--- src/design/swm_pkg.sv ---
// Shared constants, types and register codes of the square window mean filter.
`timescale 1ns / 1ps

package swm_pkg;

	localparam int WINDOW   = 10;
	localparam int MAX_ROWS = 128;
	localparam int MAX_COLS = 1024;

	localparam int PIX_W   = 8;
	localparam int PIX_MAX = (1 << PIX_W) - 1;
	localparam int ROW_W   = $clog2(MAX_ROWS);
	localparam int COL_W   = $clog2(MAX_COLS);
	localparam int SLOT_W  = $clog2(WINDOW);

	localparam int ROWS_CFG_W = 8;
	localparam int COLS_CFG_W = 11;

	localparam logic [ROWS_CFG_W-1:0] ROWS_RST = ROWS_CFG_W'(64);
	localparam logic [COLS_CFG_W-1:0] COLS_RST = COLS_CFG_W'(512);

	// running sum widths
	localparam int RSUM_W   = $clog2(WINDOW * PIX_MAX + 1);
	localparam int WIN_AREA = WINDOW * WINDOW;
	localparam int WSUM_W   = $clog2(WIN_AREA * PIX_MAX + 1);

	// pixel history: WINDOW column slots by MAX_ROWS rows
	localparam int HIST_DEPTH = WINDOW * MAX_ROWS;
	localparam int HIST_AW    = $clog2(HIST_DEPTH);

	// divide by WIN_AREA as multiply by rounded-up reciprocal, exact for WSUM_W-bit sums
	localparam int DIV_L   = $clog2(WIN_AREA);
	localparam int DIV_S   = WSUM_W + DIV_L;
	localparam int DIV_M_W = WSUM_W + 1;
	localparam int PROD_W  = WSUM_W + DIV_M_W;
	localparam logic [DIV_M_W-1:0] DIV_M =
		DIV_M_W'(((longint'(1) << DIV_S) + longint'(WIN_AREA) - 1) / longint'(WIN_AREA));

	// configuration port
	localparam int APB_DW    = 32;
	localparam int PADDR_W   = 3;
	localparam int REG_IDX_W = 1;

	typedef enum logic [REG_IDX_W-1:0] {
		REG_FRAME_ROWS = 1'b0,
		REG_FRAME_COLS = 1'b1
	} swm_reg_t;

	// effective frame geometry, already clamped
	typedef struct packed {
		logic [ROWS_CFG_W-1:0] rows;
		logic [COLS_CFG_W-1:0] cols;
	} swm_geom_t;

endpackage

--- src/design/swm_regs.sv ---
// Configuration registers behind the APB-style port, with geometry clamping.
`timescale 1ns / 1ps

module swm_regs import swm_pkg::*; (
	input  logic               clk,
	input  logic               arst_n,
	input  logic               psel,
	input  logic               penable,
	input  logic               pwrite,
	input  logic [PADDR_W-1:0] paddr,
	input  logic [APB_DW-1:0]  pwdata,
	output logic [APB_DW-1:0]  prdata,
	output logic               pready,
	output swm_geom_t          geom
);

	logic [ROWS_CFG_W-1:0] rows_q;
	logic [COLS_CFG_W-1:0] cols_q;
	swm_reg_t              reg_idx;
	logic                  wr_en;

	assign pready  = 1'b1;
	assign reg_idx = swm_reg_t'(paddr[PADDR_W-1 -: REG_IDX_W]);
	assign wr_en   = psel & penable & pwrite & pready;

	always_ff @(posedge clk or negedge arst_n) begin
		if (!arst_n) begin
			rows_q <= ROWS_RST;
			cols_q <= COLS_RST;
		end else if (wr_en) begin
			case (reg_idx)
				REG_FRAME_ROWS: rows_q <= pwdata[ROWS_CFG_W-1:0];
				REG_FRAME_COLS: cols_q <= pwdata[COLS_CFG_W-1:0];
				default: ;
			endcase
		end
	end

	always_comb begin
		case (reg_idx)
			REG_FRAME_ROWS: prdata = APB_DW'(rows_q);
			REG_FRAME_COLS: prdata = APB_DW'(cols_q);
			default:        prdata = '0;
		endcase
	end

	// clamp to 1..MAX
	always_comb begin
		if (rows_q == '0)
			geom.rows = ROWS_CFG_W'(1);
		else if (rows_q > ROWS_CFG_W'(MAX_ROWS))
			geom.rows = ROWS_CFG_W'(MAX_ROWS);
		else
			geom.rows = rows_q;

		if (cols_q == '0)
			geom.cols = COLS_CFG_W'(1);
		else if (cols_q > COLS_CFG_W'(MAX_COLS))
			geom.cols = COLS_CFG_W'(MAX_COLS);
		else
			geom.cols = cols_q;
	end

endmodule

--- config.mk ---
export PLATFORM = sky130hd
export DESIGN_NAME = swm_regs
export DESIGN_NICKNAME = d
export VERILOG_FILES = /design/src/design/swm_pkg.sv /design/src/design/swm_regs.sv
export SDC_FILE = /design/constraint.sdc
export NUM_CORES = 1
export LEC_CHECK = 0
export BUFFER_PORTS_ARGS = -buffer_cell sky130_fd_sc_hd__buf_2
export CAP_MARGIN = 5
export CORE_MARGIN = 5
export CORE_UTILIZATION = 36
export DETAILED_ROUTE_END_ITERATION = 8
export MAX_ROUTING_LAYER = met4
export PLACE_DENSITY = 0.85
export SYNTH_ARGS = -nofsm -noshare
export SYNTH_HDL_FRONTEND = slang
export SYNTH_SLANG_ARGS = --single-unit
--- constraint.sdc ---
create_clock -name clk -period 0.9 [get_ports clk]
set_input_delay 0 -clock clk [delete_from_list [all_inputs] [get_ports clk]]
set_output_delay 0 -clock clk [all_outputs]
set_load 0.05 [all_outputs]
==> results of run 1 <==
per-layer routing:
layer  track usage  wire length, um
met1         0.199             1510
met2         0.341             2270
met3        0.0345              244
met4        0.0124              112
met5             -                0
Yosys cell counts:
cell,n,area share
buf_4,22,0.14
buf_2,1,0.0041
a21oi_1,1,0.0041
buf_6,1,0.0092
o21ai_0,1,0.0041
inv_1,1,0.0031
dfstp_2,2,0.043
mux2_2,17,0.16
nand4_2,1,0.010
clkbuf_1,3,0.0092
nand3_1,1,0.0041
and2_1,3,0.015
conb_1,2,0.0062
nor2_1,3,0.0092
nor4_1,3,0.015
dfrtp_1,17,0.35
nor2b_1,15,0.077
mux2_4,10,0.12
nand4b_4,1,0.020
metrics by stage:
| step | instance area [sq um] | total power [mW] | std cells | hold slack (ns) | TNS [ns] |
|---|---|---|---|---|---|
| 6_report | 2310 | 5.69 | 233 | 0.0913 | -11.28 |
| 5_1_grt | 2310 | 5.91 | 233 | 0.0980 | -12.65 |
| 4_1_cts | 2170 | 5.28 | 228 | 0.106 | -9.73 |
| 3_5_place_dp | 1640 | 3.93 | 208 | -0.0401 | -1.47 |
| 3_3_place_gp | 1640 | 3.89 | 208 | -0.0447 | -1.38 |
| 2_1_floorplan | 1380 | 3.29 | 125 | -0.296 | -1.59 |
power by group:
part	total, mW	internal [mW]	switching [mW]	leakage, nW
Clock	0.468	0.170	0.298	0.0139
Combinational	3.92	1.84	2.09	0.933
Sequential	1.30	1.06	0.240	0.223
cell usage in the layout, fill, tap and decap left out, types with 2 or more instances in the layout:
cell type,instances
dfrtp_1,15
nor2_1,2
mux2_4,21
nor2b_4,15
mux2_2,6
buf_6,31
nor4_2,2
dfstp_2,2
buf_2,16
buf_12,3
conb_1,22
buf_4,5
and2_4,3
buf_8,18
dfrtp_2,2
dlygate4sd3_1,12
clkbuf_4,3
sequential cells by signal (all words and copies together) (netlist names):
name    cells
cols_q     11
rows_q      8
final timing paths:
check                           startpoint   endpoint  slack, ns
worst max-delay path             cols_q[2]    geom[0]      -0.61
worst min-delay path                pwrite  cols_q[4]       0.09
worst min register to register   cols_q[2]  cols_q[2]       0.59
max in group asynchronous           arst_n  cols_q[9]       0.41
min in group asynchronous           arst_n  cols_q[1]       0.14
worst max register to register   cols_q[4]  cols_q[4]      -0.13
cells by family after synthesis:
logic type / Yosys count
buffers and inverters: 28
multiplexers: 27
AND/OR/NAND/NOR: 27
flip-flops: 19
AO/OA/AOI/OAI: 2
other: 2
repair_timing:
item                                    in CTS  in global routing
hold buffers                                12                  0
hold endpoints to repair                    38                  0
pin swaps                                    2                  2
resized for setup                          102                 30
buffers inserted                             4                 10
endpoints found under the setup margin      36                 41
critical path, stage by stage (launching register included):
cell and delay [ns]:
dfrtp_1 0.43, nor4_2 0.33, nand3_1 0.16, o21ai_2 0.11
buf_6 0.18
cell type report:
cell class	instances	share of cell area
multi-input combinational	78	0.356
clock buffer	3	0.00975
timing repair buffer	85	0.397
sequential	19	0.208
inverter	1	0.00162
tap	46	0.0249
clock inverter	1	0.00325
==> results.py, run 1 <==
metrics = {
    "timing": {
        "finalClockSkew_ns": 0,
        "fin_crit_sh": 1.68,
        "setup_viol": 41,
        "setup_ws_ns": -0.613,
        "drv_slew": 0,
        "period_needed_ns": 1.51,
        "hold_viol": 0,
        "fmax_mhz": 661,
        "rsz0062_at_grt": "yes",
    },
    "placement": {
        "dp_slack_ns": -0.326,
        "dp_hpwl_um": 2370,
        "numPortBuffers": 46,
        "gp_congestion": 0.806,
    },
    "min_path": {
        "min_delay_path_depth": 3,
        "min_path_type": "in2reg",
    },
    "synthesis": {
        "ys_warn_count": 0,
        "yosysSeqAreaShare": 0.393,
        "synth-xor-area-share": 0,
        "muxShareOfSynthArea": 0.281,
        "syn_inst": 105,
        "ys_types": 19,
        "synthAdderAreaFrac": 0,
        "ys_ff_latch": 19,
        "synth_top_family_by_area": "multiplexers",
        "synth_area_sq_um": 1220,
        "synthSimpleGateAreaFrac": 0.151,
        "avgSynthCellArea_sq_um": 11.6,
        "synth_compound_area_frac": 0.00822,
    },
    "final_layout": {
        "seq_area_sq_um": 480,
        "drive_above_1_share": 0.717,
        "num-nets-final": 228,
        "multiInputGateArea_sq_um": 822,
        "diodes": 0,
        "area_delta_synth_final_pct": 89.8,
        "finish.utilization": 0.698,
        "fillers": 203,
    },
    "critical_path": {
        "critPathCaptureType": "output port",
        "crit_fanout": 3,
        "crit_type": "reg2out",
        "arrival_ns": 1.51,
        "cp.required_ns": 0.90,
        "reg2regPathDepth": 3,
        "start_kind": "register",
    },
    "route": {
        "vias": 1044,
        "via_per_inst": 4.48,
        "drc": 0,
        "wire_per_inst_um": 17.7,
        "routed_wl_um": 4140,
        "dr.pass1.iters": 4,
        "drtIter0Drc": 22,
        "ant_nets": 0,
    },
    "die": {
        "die_w_um": 68.2,
        "die_h_um": 68.2,
        "start_util": 0.368,
        "pin_count": 92,
        "core_area_sq_um": 3310,
        "dieArea_sq_um": 4640,
        "rows": 21,
    },
    "outcome": {
        "outcome": "finished, violations left",
        "violations": "setup timing",
    },
    "global_route": {
        "grt_use_total": 0.178,
        "grt_max_degree": 20,
        "grt_overflow": 0,
        "grt_pass1_wl_um": 5870,
        "antenna_found_initial": 0,
        "first_global_vias": 1117,
    },
    "clock_tree": {
        "htree_levels": 1,
        "clk_pin_slew_ns": 0.13,
        "cts.sinks": 19,
        "cts_tree": "built",
        "insertion_delay_ns": 0.30,
        "cts_buffers": 3,
        "cts-root-buf": "clkbuf_4",
        "clock_path_buffers": 2,
    },
    "power_and_ir_drop": {
        "power_density_nw_per_um2": 2460,
        "p_leak_nw": 1.17,
        "ir_drop_mv": 1.51,
    },
    "flow_run": {
        "cap_viol_max_count": 0,
    },
}
(Power assumes the default switching activity.)
==> run 2: changes to the inputs <==
- CTS_CLUSTER_DIAMETER: unset -> 100
- REMOVE_ABC_BUFFERS: unset -> 1
==> results.py, run 2 (synthesis gave the netlist of run 1 again) <==
metrics = {
    "placement": {
        "gp_congestion": 0.826,
        "dp.cells": 204,
        "dp_hpwl_um": 2270,
        "numPortBuffers": 46,
        "dp_slack_ns": -0.276,
    },
    "timing": {
        "setup_ws_ns": -0.548,
        "drv_slew": 0,
        "holdWs_ns": 0.166,
        "hold_viol": 0,
        "fmax_mhz": 691,
        "finalClockSkew_ns": 0,
        "setup_viol": 38,
        "rsz0062_at_grt": "yes",
        "fin_crit_sh": 1.61,
        "period_needed_ns": 1.45,
    },
    "clock_tree": {
        "htree_levels": 1,
        "cts_buffers": 3,
        "cts-root-buf": "clkbuf_4",
        "cts.sinks": 19,
        "clk_pin_slew_ns": 0.10,
        "clock_path_buffers": 2,
        "cts_tree": "built",
        "insertion_delay_ns": 0.30,
    },
    "flow_run": {
        "cap_viol_max_count": 0,
    },
    "die": {
        "pin_count": 92,
        "die_h_um": 68.2,
        "die_w_um": 68.2,
        "core_area_sq_um": 3310,
        "dieArea_sq_um": 4640,
        "start_util": 0.368,
        "rows": 21,
    },
    "final_layout": {
        "diodes": 0,
        "num-nets-final": 227,
        "area_delta_synth_final_pct": 86.8,
        "fillers": 255,
        "reg_top3": "cols_q (11), rows_q (8)",
        "top_register": "cols_q",
        "layout_common_cells": "30 x buf_6, 22 x mux2_4, 22 x conb_1",
        "multiInputGateArea_sq_um": 808,
        "drive_above_1_share": 0.694,
        "largest_reg_flops": 11,
        "final_cell_count_no_fill": 232,
        "final_common_cell": "buf_6",
        "seq_area_sq_um": 480,
    },
    "critical_path": {
        "arrival_ns": 1.45,
        "start_kind": "register",
        "crit_path_max_incr_delay_ns": 0.42,
        "cpMaxStageDelayCell": "dfrtp_1",
        "crit_type": "reg2out",
        "crit_fanout": 2,
        "critPathCaptureType": "output port",
        "cp.required_ns": 0.90,
        "path_cells": "nor4_2 > nand3_1 > o21ai_2 > buf_6",
    },
    "route": {
        "routed_wl_um": 3730,
        "dr.pass1.iters": 4,
        "wire_per_inst_um": 16.1,
        "vias": 1034,
        "ant_nets": 0,
        "via_per_inst": 4.46,
        "drc": 0,
        "drtIter0Drc": 23,
    },
    "global_route": {
        "antenna_found_initial": 0,
        "grt_pass1_wl_um": 5350,
        "grt_use_total": 0.163,
        "first_global_vias": 1042,
        "grt_overflow": 0,
        "grt_max_degree": 20,
    },
    "outcome": {
        "violations": "setup timing",
        "outcome": "finished, violations left",
    },
    "power_and_ir_drop": {
        "p_leak_nw": 1.16,
        "power_density_nw_per_um2": 2430,
        "ir_drop_mv": 1.43,
    },
    "min_path": {
        "min_path_type": "in2async",
    },
}
## run 2: cell count changes in the layout (fill, tap and decap cells not counted), sizes merged
| cell | before | now |
|---|---|---|
| clkbuf | 3 | 4 |
| clkinvlp | 1 | 0 |
| buf | 73 | 72 |
## run 2: layout make-up
| class | instances | share of cell area |
|---|---|---|
| Inverter | 1 | 0.00165 |
| Tap cell | 46 | 0.0253 |
| Timing Repair Buffer | 84 | 0.395 |
| Multi-Input combinational cell | 78 | 0.355 |
| Sequential cell | 19 | 0.211 |
| Clock buffer | 4 | 0.0116 |
## run 2: through the flow
step | power (mW) | cell area, sq um | TNS [ns] | utilization
floorplan | 3.00 | 1100 | -10.51 | -
global placement | 3.65 | 1520 | -1.22 | 0.458
detailed placement | 3.67 | 1520 | -1.07 | 0.458
CTS | 5.23 | 2140 | -9.67 | 0.647
global route | 5.77 | 2270 | -12.57 | 0.687
finish | 5.53 | 2270 | -10.58 | 0.687
## run 2: worst max-delay path, delay by kind of cell, from the launching register on
kind | cells | cell delay [ns]
buf+inv | 1 | 0.18
simple gates | 2 | 0.45
flops | 1 | 0.42
compound gates | 1 | 0.10
## run 2: worst paths after layout
check	depth (start not counted)	to	slack (ns)	from
worst max-delay path	4	geom[0]	-0.55	cols_q[1]
worst min-delay path	2	rows_q[5]	0.17	arst_n
worst max register to register	3	rows_q[1]	-0.13	rows_q[1]
worst min register to register	1	rows_q[0]	0.56	rows_q[0]
max in group asynchronous	2	cols_q[9]	0.40	arst_n
min in group clk	3	rows_q[0]	0.20	penable
## run 2: power by group
part	switching [mW]	internal, mW
Sequential	0.207	1.06
Clock	0.261	0.173
Combinational	2.03	1.80
Total	2.50	3.04
## run 2: per-layer routing
| layer | track usage | share of wire | wire length (um) | up-vias |
|---|---|---|---|---|
| met5 | - | 0 | 0 | - |
| met4 | 0.0223 | 0.0038 | 14 | 0 |
| met3 | 0.0427 | 0.071 | 264 | 2 |
| met2 | 0.296 | 0.55 | 2040 | 48 |
| met1 | 0.183 | 0.38 | 1410 | 510 |
| li1 | - | - | - | 474 |
## run 2: repair_timing
action | CTS | global route
resized for setup | 127 | 30
pin swaps | 2 | 3
cloned | 2 | 0
hold buffers | 12 | 0
buffers inserted | 4 | 12
setup endpoints to repair | 33 | 41
hold endpoints to repair | 38 | 0
